<file path="src/hw/rtl/tfcm_pkg.sv">
`timescale 1ns / 1ps

package tfcm_pkg;

   localparam int TEMP_WIDTH = 16;

   // stream and register port widths
   localparam int IN_DATA_W  = ((TEMP_WIDTH + 7) / 8) * 8;
   localparam int OUT_DATA_W = 24;
   localparam int CODE_W     = 2;
   localparam int FRAC_W     = 9;
   localparam int CSR_W      = (TEMP_WIDTH > FRAC_W) ? TEMP_WIDTH : FRAC_W;
   localparam int CSR_IDX_W  = 3;

   // datapath widths
   localparam int NUM_W  = TEMP_WIDTH + 1;
   localparam int HUE_W  = 9;
   localparam int DIV_W  = NUM_W + HUE_W;
   localparam int DIV_STEPS = HUE_W;

   // register indexes
   localparam logic [CSR_IDX_W-1:0] REG_HUE_FLOOR  = 3'd0;
   localparam logic [CSR_IDX_W-1:0] REG_HOT_LIMIT  = 3'd1;
   localparam logic [CSR_IDX_W-1:0] REG_COLD_CUT   = 3'd2;
   localparam logic [CSR_IDX_W-1:0] REG_SATURATION = 3'd3;
   localparam logic [CSR_IDX_W-1:0] REG_BRIGHTNESS = 3'd4;

   // range codes
   localparam logic [CODE_W-1:0] RANGE_HUE  = 2'd0;
   localparam logic [CODE_W-1:0] RANGE_COLD = 2'd1;
   localparam logic [CODE_W-1:0] RANGE_HOT  = 2'd2;

   // register reset values
   localparam logic signed [TEMP_WIDTH-1:0] RST_HUE_FLOOR = TEMP_WIDTH'(224);
   localparam logic signed [TEMP_WIDTH-1:0] RST_HOT_LIMIT = TEMP_WIDTH'(640);
   localparam logic signed [TEMP_WIDTH-1:0] RST_COLD_CUT  = TEMP_WIDTH'(176);
   localparam logic [FRAC_W-1:0] FRAC_ONE = 9'd256;

   // fixed colors
   localparam logic [7:0] COLD_RG   = 8'd30;
   localparam logic [7:0] COLD_B    = 8'd50;
   localparam logic [7:0] FULL_BYTE = 8'd255;

   localparam int HUE_SPAN = 300;
   localparam int SECTOR_DEG = 60;

endpackage

</file>
<file path="src/hw/rtl/thermal_false_color_map_core.sv">
`timescale 1ns / 1ps
// Channel   Dir   Payload
// req_      in    tdata[15:0] sample_temp (signed)
// rsp_      out   tdata[23:0] chan_first, chan_second, chan_third; tuser[1:0] range_code
// csr_      in    csr_index selects register, csr_data holds the value
//
// One sample per cycle while the result is not stalled.
// The pipeline is the nine one-bit stages of the hue divider plus the
// range, dividend, sector, product, reciprocal and select stages around it.
// Reset (synchronous, high) empties the pipeline and loads register defaults.
// A stalled result freezes every stage; req_tready drops only then.
// csr_ready is always high.

module thermal_false_color_map_core
   import tfcm_pkg::*;
(
   input  logic                  clock,
   input  logic                  reset,
   input  logic                  req_tvalid,
   output logic                  req_tready,
   input  logic [IN_DATA_W-1:0]  req_tdata,    // [15:0] sample_temp
   output logic                  rsp_tvalid,
   input  logic                  rsp_tready,
   output logic [OUT_DATA_W-1:0] rsp_tdata,    // [7:0] first, [15:8] second, [23:16] third
   output logic [CODE_W-1:0]     rsp_tuser,    // [1:0] range_code
   input  logic                  csr_valid,
   output logic                  csr_ready,
   input  logic [CSR_IDX_W-1:0]  csr_index,
   input  logic [CSR_W-1:0]      csr_data
);

   // ---------------- configuration ----------------
   logic signed [TEMP_WIDTH-1:0] floor_ff, hot_ff, cold_ff;
   logic [FRAC_W-1:0]            sat_ff, bri_ff;

   assign csr_ready = 1'b1;

   always_ff @(posedge clock) begin
      if (reset) begin
         floor_ff <= RST_HUE_FLOOR;
         hot_ff   <= RST_HOT_LIMIT;
         cold_ff  <= RST_COLD_CUT;
         sat_ff   <= FRAC_ONE;
         bri_ff   <= FRAC_ONE;
      end else if (csr_valid && csr_ready) begin
         case (csr_index)
            REG_HUE_FLOOR:  floor_ff <= signed'(csr_data[TEMP_WIDTH-1:0]);
            REG_HOT_LIMIT:  hot_ff   <= signed'(csr_data[TEMP_WIDTH-1:0]);
            REG_COLD_CUT:   cold_ff  <= signed'(csr_data[TEMP_WIDTH-1:0]);
            REG_SATURATION: sat_ff   <= csr_data[FRAC_W-1:0];
            REG_BRIGHTNESS: bri_ff   <= csr_data[FRAC_W-1:0];
            default: ;
         endcase
      end
   end

   // whole pipeline advances together
   logic adv;
   assign adv        = !rsp_tvalid || rsp_tready;
   assign req_tready = adv;

   // ---------------- stage 1: range test, span ----------------
   logic signed [TEMP_WIDTH-1:0] t_s, tt_s;
   logic signed [NUM_W-1:0]      num_s, den_s;
   logic                         span_s;
   logic [CODE_W-1:0]            code1_in;

   logic                 vld1_ff;
   logic [CODE_W-1:0]    code1_ff;
   logic [NUM_W-1:0]     num1_ff, den1_ff;

   always_comb begin
      t_s    = signed'(req_tdata[TEMP_WIDTH-1:0]);
      tt_s   = (t_s > floor_ff) ? t_s : floor_ff;
      span_s = hot_ff > floor_ff;
      num_s  = {tt_s[TEMP_WIDTH-1], tt_s} - {floor_ff[TEMP_WIDTH-1], floor_ff};
      den_s  = {hot_ff[TEMP_WIDTH-1], hot_ff} - {floor_ff[TEMP_WIDTH-1], floor_ff};
      if (t_s <= cold_ff)
         code1_in = RANGE_COLD;
      else if (t_s > hot_ff)
         code1_in = RANGE_HOT;
      else
         code1_in = RANGE_HUE;
   end

   always_ff @(posedge clock) begin
      if (reset)
         vld1_ff <= 1'b0;
      else if (adv)
         vld1_ff <= req_tvalid;
   end

   always_ff @(posedge clock) begin
      if (adv) begin
         code1_ff <= code1_in;
         // empty span: zero numerator over unit divisor gives hue zero
         num1_ff  <= span_s ? unsigned'(num_s) : '0;
         den1_ff  <= span_s ? unsigned'(den_s) : NUM_W'(1);
      end
   end

   // ---------------- stage 2 and divider stages ----------------
   // index 0 holds the scaled dividend, index k the state after k quotient bits
   logic                 d_vld_ff  [0:DIV_STEPS];
   logic [CODE_W-1:0]    d_code_ff [0:DIV_STEPS];
   logic [DIV_W-1:0]     d_rem_ff  [0:DIV_STEPS];
   logic [HUE_W-1:0]     d_quo_ff  [0:DIV_STEPS];
   logic [NUM_W-1:0]     d_den_ff  [0:DIV_STEPS];

   logic [DIV_W-1:0]     d_rem_in  [1:DIV_STEPS];
   logic [HUE_W-1:0]     d_quo_in  [1:DIV_STEPS];

   always_comb begin
      logic [DIV_W-1:0] shifted;
      for (int j = 1; j <= DIV_STEPS; j++) begin
         shifted     = DIV_W'(d_den_ff[j-1]) << (DIV_STEPS - j);
         d_rem_in[j] = d_rem_ff[j-1];
         d_quo_in[j] = d_quo_ff[j-1];
         if (d_rem_ff[j-1] >= shifted) begin
            d_rem_in[j] = d_rem_ff[j-1] - shifted;
            d_quo_in[j][DIV_STEPS - j] = 1'b1;
         end
      end
   end

   always_ff @(posedge clock) begin
      if (reset) begin
         for (int j = 0; j <= DIV_STEPS; j++)
            d_vld_ff[j] <= 1'b0;
      end else if (adv) begin
         d_vld_ff[0] <= vld1_ff;
         for (int j = 1; j <= DIV_STEPS; j++)
            d_vld_ff[j] <= d_vld_ff[j-1];
      end
   end

   always_ff @(posedge clock) begin
      if (adv) begin
         d_code_ff[0] <= code1_ff;
         d_rem_ff[0]  <= DIV_W'(num1_ff) * DIV_W'(HUE_SPAN);
         d_quo_ff[0]  <= '0;
         d_den_ff[0]  <= den1_ff;
         for (int j = 1; j <= DIV_STEPS; j++) begin
            d_code_ff[j] <= d_code_ff[j-1];
            d_rem_ff[j]  <= d_rem_in[j];
            d_quo_ff[j]  <= d_quo_in[j];
            d_den_ff[j]  <= d_den_ff[j-1];
         end
      end
   end

   // ---------------- stage 12: sector and offset ----------------
   // in the hue range the quotient never exceeds the span, so no wrap at 360 is needed
   logic [HUE_W-1:0] hue_s;
   logic [2:0]       sec_in;
   logic [HUE_W-1:0] base_s;

   logic             vld12_ff;
   logic [CODE_W-1:0] code12_ff;
   logic [2:0]       sec12_ff;
   logic [5:0]       rem12_ff;

   always_comb begin
      hue_s = d_quo_ff[DIV_STEPS];
      if (hue_s >= HUE_W'(5 * SECTOR_DEG))      sec_in = 3'd5;
      else if (hue_s >= HUE_W'(4 * SECTOR_DEG)) sec_in = 3'd4;
      else if (hue_s >= HUE_W'(3 * SECTOR_DEG)) sec_in = 3'd3;
      else if (hue_s >= HUE_W'(2 * SECTOR_DEG)) sec_in = 3'd2;
      else if (hue_s >= HUE_W'(SECTOR_DEG))     sec_in = 3'd1;
      else                                      sec_in = 3'd0;
      base_s = HUE_W'(sec_in) * HUE_W'(SECTOR_DEG);
   end

   always_ff @(posedge clock) begin
      if (reset)
         vld12_ff <= 1'b0;
      else if (adv)
         vld12_ff <= d_vld_ff[DIV_STEPS];
   end

   always_ff @(posedge clock) begin
      if (adv) begin
         code12_ff <= d_code_ff[DIV_STEPS];
         sec12_ff  <= sec_in;
         rem12_ff  <= 6'(hue_s - base_s);
      end
   end

   // ---------------- stage 13: first products ----------------
   logic [FRAC_W-1:0] s_eff, v_eff;

   logic              vld13_ff;
   logic [CODE_W-1:0] code13_ff;
   logic [2:0]        sec13_ff;
   logic [15:0]       a13_ff;      // 255 * v
   logic [13:0]       sq13_ff;     // s * rem
   logic [13:0]       st13_ff;     // s * (60 - rem)
   logic [FRAC_W-1:0] ps13_ff;     // 256 - s

   assign s_eff = (sat_ff > FRAC_ONE) ? FRAC_ONE : sat_ff;
   assign v_eff = (bri_ff > FRAC_ONE) ? FRAC_ONE : bri_ff;

   always_ff @(posedge clock) begin
      if (reset)
         vld13_ff <= 1'b0;
      else if (adv)
         vld13_ff <= vld12_ff;
   end

   always_ff @(posedge clock) begin
      if (adv) begin
         code13_ff <= code12_ff;
         sec13_ff  <= sec12_ff;
         a13_ff    <= 16'(16'(v_eff) * 16'd255);
         sq13_ff   <= 14'(15'(s_eff) * 15'(rem12_ff));
         st13_ff   <= 14'(15'(s_eff) * 15'(6'(SECTOR_DEG) - rem12_ff));
         ps13_ff   <= FRAC_ONE - s_eff;
      end
   end

   // ---------------- stage 14: channel products ----------------
   logic              vld14_ff;
   logic [CODE_W-1:0] code14_ff;
   logic [2:0]        sec14_ff;
   logic [29:0]       mq14_ff, mt14_ff;
   logic [23:0]       mp14_ff;
   logic [7:0]        cv14_ff;

   always_ff @(posedge clock) begin
      if (reset)
         vld14_ff <= 1'b0;
      else if (adv)
         vld14_ff <= vld13_ff;
   end

   always_ff @(posedge clock) begin
      if (adv) begin
         code14_ff <= code13_ff;
         sec14_ff  <= sec13_ff;
         mq14_ff   <= 30'(a13_ff) * 30'(14'd15360 - sq13_ff);
         mt14_ff   <= 30'(a13_ff) * 30'(14'd15360 - st13_ff);
         mp14_ff   <= 24'(25'(a13_ff) * 25'(ps13_ff));
         cv14_ff   <= a13_ff[15:8];
      end
   end

   // ---------------- stage 15: divide by 60 estimate ----------------
   // floor(y/60) for y <= 15300: (y*1092)>>16 is exact or one low
   logic [13:0]       yq_s, yt_s;

   logic              vld15_ff;
   logic [CODE_W-1:0] code15_ff;
   logic [2:0]        sec15_ff;
   logic [13:0]       yq15_ff, yt15_ff;
   logic [8:0]        eq15_ff, et15_ff;
   logic [7:0]        cp15_ff, cv15_ff;

   assign yq_s = mq14_ff[29:16];
   assign yt_s = mt14_ff[29:16];

   always_ff @(posedge clock) begin
      if (reset)
         vld15_ff <= 1'b0;
      else if (adv)
         vld15_ff <= vld14_ff;
   end

   always_ff @(posedge clock) begin
      logic [24:0] pq, pt;
      pq = 25'(yq_s) * 25'd1092;
      pt = 25'(yt_s) * 25'd1092;
      if (adv) begin
         code15_ff <= code14_ff;
         sec15_ff  <= sec14_ff;
         yq15_ff   <= yq_s;
         yt15_ff   <= yt_s;
         eq15_ff   <= pq[24:16];
         et15_ff   <= pt[24:16];
         cp15_ff   <= mp14_ff[23:16];
         cv15_ff   <= cv14_ff;
      end
   end

   // ---------------- stage 16: correct, select, output ----------------
   logic [7:0] cq_s, ct_s;
   logic [7:0] r_s, g_s, b_s;

   always_comb begin
      logic [13:0] rq, rt;
      rq   = yq15_ff - 14'(14'(eq15_ff) * 14'(SECTOR_DEG));
      rt   = yt15_ff - 14'(14'(et15_ff) * 14'(SECTOR_DEG));
      cq_s = (rq >= 14'(SECTOR_DEG)) ? 8'(eq15_ff + 9'd1) : eq15_ff[7:0];
      ct_s = (rt >= 14'(SECTOR_DEG)) ? 8'(et15_ff + 9'd1) : et15_ff[7:0];
      case (sec15_ff)
         3'd1: begin r_s = cq_s;    g_s = cv15_ff; b_s = cp15_ff; end
         3'd2: begin r_s = cp15_ff; g_s = cv15_ff; b_s = ct_s;    end
         3'd3: begin r_s = cp15_ff; g_s = cq_s;    b_s = cv15_ff; end
         3'd4: begin r_s = ct_s;    g_s = cp15_ff; b_s = cv15_ff; end
         3'd5: begin r_s = cv15_ff; g_s = cp15_ff; b_s = cq_s;    end
         default: begin r_s = cv15_ff; g_s = ct_s; b_s = cp15_ff; end
      endcase
      case (code15_ff)
         RANGE_COLD: begin r_s = COLD_RG;   g_s = COLD_RG;   b_s = COLD_B;    end
         RANGE_HOT:  begin r_s = FULL_BYTE; g_s = FULL_BYTE; b_s = FULL_BYTE; end
         default: ;
      endcase
   end

   logic                  out_vld_ff;
   logic [OUT_DATA_W-1:0] out_data_ff;
   logic [CODE_W-1:0]     out_code_ff;

   always_ff @(posedge clock) begin
      if (reset)
         out_vld_ff <= 1'b0;
      else if (adv)
         out_vld_ff <= vld15_ff;
   end

   always_ff @(posedge clock) begin
      if (adv) begin
         out_data_ff <= {b_s, g_s, r_s};
         out_code_ff <= code15_ff;
      end
   end

   assign rsp_tvalid = out_vld_ff;
   assign rsp_tdata  = out_data_ff;
   assign rsp_tuser  = out_code_ff;

endmodule

</file>
<file path="config.mk">
export PLATFORM = sky130hd
export DESIGN_NAME = thermal_false_color_map_core
export DESIGN_NICKNAME = d
export VERILOG_FILES = /design/src/hw/rtl/tfcm_pkg.sv /design/src/hw/rtl/thermal_false_color_map_core.sv
export SDC_FILE = /design/constraint.sdc
export NUM_CORES = 2
export LEC_CHECK = 0
export BUFFER_PORTS_ARGS = -buffer_cell sky130_fd_sc_hd__buf_4
export CAP_MARGIN = 5
export CORE_MARGIN = 8
export CORE_UTILIZATION = 47
export DETAILED_ROUTE_END_ITERATION = 6
export PLACE_DENSITY = 0.68
export SLEW_MARGIN = 10
export SYNTH_ARGS = -nofsm -noshare
export SYNTH_HDL_FRONTEND = slang
export SYNTH_SLANG_ARGS = --single-unit
</file>
<file path="constraint.sdc">
create_clock -name clock -period 21.9 [get_ports clock]
set_input_delay 1.095 -clock clock [delete_from_list [all_inputs] [get_ports clock]]
set_output_delay 1.095 -clock clock [all_outputs]
set_load 0.1 [all_outputs]
</file>
==> results.json <==
{
  "fin_tns_setup_ps": 0,
  "detail-route-antenna-nets": 0,
  "viasPerCell": 5.29,
  "grt_start_max_net_pins": 183,
  "die_h_um": 396,
  "synth_top_area_frac": 0.305,
  "period_share": 0.407,
  "htree_levels": 3,
  "grt_pass1_wl_mm": 238,
  "drive_gt1_frac": 0.0537,
  "finalCriticalPeriod_ps": 8910,
  "crit_required_ps": 22290,
  "route.detailed.wl_per_inst_um": 16.5,
  "finalSetupViolCount": 0,
  "area_delta_synth_final_pct": 8.19,
  "design_area_um2": 73300,
  "critPathMaxFanout": 16,
  "synth_nets": 8117,
  "cts_resized": 0,
  "drt-pass1-iter-count": 6,
  "clock-sinks": 759,
  "vias": 45800,
  "syn-mean-instance-area_um2": 10.2,
  "hold_viol_final": 0,
  "setup_slack_ps": 12990,
  "synth_area_um2": 67700,
  "dpl-instance-area_um2": 70500,
  "grt_pass1_vias": 47300,
  "drc_errors": 0,
  "ys_ff_latch": 759,
  "grt.total_usage": 0.183,
  "place_ws_ps": 13080,
  "yosys-top-cells-area": "edfxtp_1 (30%), fa_1 (19%), ha_1 (14%), inv_1 (6.1%), nand2_1 (4.2%)",
  "post-synth-top-count-cell": "inv_1",
  "cts_tree": "done",
  "cts_setup_buffers": 0,
  "path_clk_slew_ps": 60,
  "maxCapViolCount": 0,
  "fin_skew_ps": 56.8,
  "ys_seq_area_frac": 0.326,
  "rsz0062_at_grt": "false",
  "clock-root-buffer": "clkbuf_16",
  "ys_types": 83,
  "wl_mm": 143,
  "place.gp.congestion": 0.879,
  "setup.worst_path.class": "reg2reg",
  "relSlewSlack": 0.189,
  "synth_cells": 6664,
  "worstMarginPinSlew_ps": 1210,
  "antenna_found_initial": 2,
  "synth_ff_type": "edfxtp_1",
  "hold_buffers": 0,
  "pin_count": 69,
  "cts_buffer_depth": 3,
  "nets": 8149,
  "hpwlAfterDp_mm": 110,
  "die_x_um": 396,
  "start_util": 0.473,
  "io_buffers": 67,
  "ys.warnings.count": 0,
  "worst_ep_arrival_time_ps": 9300,
  "report.final.slew_viol_count": 0,
  "synthArstFlopShare": 0,
  "setup.worst_path.end_class": "flip-flop",
  "yosysTopAreaCell": "edfxtp_1",
  "clk_latency_ps": 680,
  "core-area_um2": 143000,
  "ys_top_cells_by_count": "inv_1 (1106), ha_1 (780), nand2_1 (759), edfxtp_1 (687), fa_1 (633)",
  "hold_slack_ps": 406,
  "cts_buffers": 84,
  "fmaxAchievable_mhz": 112,
  "synth-edff-count": 687,
  "critPathLaunchType": "flip-flop",
  "grt_overflow": 0,
  "dieArea_um2": 157000,
  "fp-row-count": 139,
  "hold_path.class": "reg2reg",
  "first_iter_violations": 2955,
  "status": "finished, final reports clean"
}
-- registers in the layout, summed over array words and instances, names as in the netlist, 17 cells and up --
name       cells
num1_ff       17
d_den_ff     153
rsp_tdata     24
den1_ff       17
d_quo_ff      45
d_code_ff     20
d_rem_ff     217
-- per-layer routing --
layer,global-route usage,part of all wire,vias to the layer above
li1,-,-,22200
met1,0.241,0.45,22300
met2,0.311,0.47,1090
met3,0.0274,0.052,282
met4,0.0582,0.029,0
met5,0,0,-
-- critical path, cell delays in order (launching register included) --
cell	delay [ps]
edfxtp_1	440
nor4_1	410
nor4b_1	550
nand2_1	150
nand2_1	110
xor2_1	880
nand2_1	180
fa_1	540
fa_1	550
inv_1	60
fa_1	520
fa_1	540
fa_1	550
inv_1	60
fa_1	540
inv_1	40
ha_1	300
and3_1	190
a221oi_1	260
o21ai_0	130
o21ai_0	370
o211ai_1	240
a311oi_1	460
nand2b_1	190
o21ai_0	130
a21oi_1	200
xnor2_1	90
-- through the flow --
step                      std cells   util
after floorplan                6664      -
after global placement         8513  0.492
after detailed placement       8513  0.492
after CTS                      8665  0.511
after global routing           8665  0.511
final                          8666  0.511
-- area by class of cell --
| class | count | area [µm²] |
|---|---|---|
| Fill cell | 12700 | 70000 |
| Multi-Input combinational cell | 4617 | 40900 |
| Sequential cell | 759 | 22100 |
| Inverter | 1109 | 4170 |
| Tap cell | 1903 | 2380 |
| Clock buffer | 101 | 2190 |
| Timing Repair Buffer | 125 | 951 |
| Clock inverter | 51 | 636 |
| Antenna cell | 1 | 2.50 |
-- cells in the final DEF (no fill, tap or decap), types with 16 or more instances in the layout --
| cell type | instances |
|---|---|
| a211o_1 | 20 |
| a211oi_1 | 19 |
| a21boi_0 | 21 |
| a21o_1 | 104 |
| a21oi_1 | 310 |
| a31oi_1 | 20 |
| and2_1 | 271 |
| and3_1 | 36 |
| buf_4 | 124 |
| clkbuf_1 | 16 |
| clkbuf_16 | 85 |
| dfxtp_1 | 72 |
| edfxtp_1 | 687 |
| fa_1 | 633 |
| ha_1 | 780 |
| inv_1 | 1105 |
| mux2_2 | 39 |
| nand2_1 | 759 |
| nand2b_1 | 63 |
| nand3_1 | 73 |
| nand4_1 | 43 |
| nor2_1 | 318 |
| nor2b_1 | 61 |
| nor3_1 | 97 |
| nor4_1 | 18 |
| o211ai_1 | 16 |
| o21a_1 | 48 |
| o21ai_0 | 219 |
| o21bai_1 | 22 |
| o31ai_1 | 24 |
| or2_2 | 37 |
| or3_1 | 35 |
| xnor2_1 | 210 |
| xor2_1 | 111 |
-- worst paths after layout --
check,startpoint,end,slack [ps],depth (start not counted)
max,sq13_ff[4],mq14_ff[29],12990,26
max reg2reg,sq13_ff[4],mq14_ff[29],12990,26
min reg2reg,den1_ff[8],d_den_ff[0][8],410,0
min,den1_ff[8],d_den_ff[0][8],410,0
-- logic make-up after synthesis --
logic type,count (synthesis),synth area share
other,2,0.000111
AOI/OAI and AO/OA,950,0.0881
adders and majority gates,1413,0.331
muxes,54,0.00870
xor gates and xnor gates,330,0.0433
buffers and inverters,1288,0.0715
DFF,759,0.326
and+or+nand+nor,1868,0.131
Power is not shown: default switching activity piles up to over one toggle a cycle in this logic, so the estimate is an artifact.
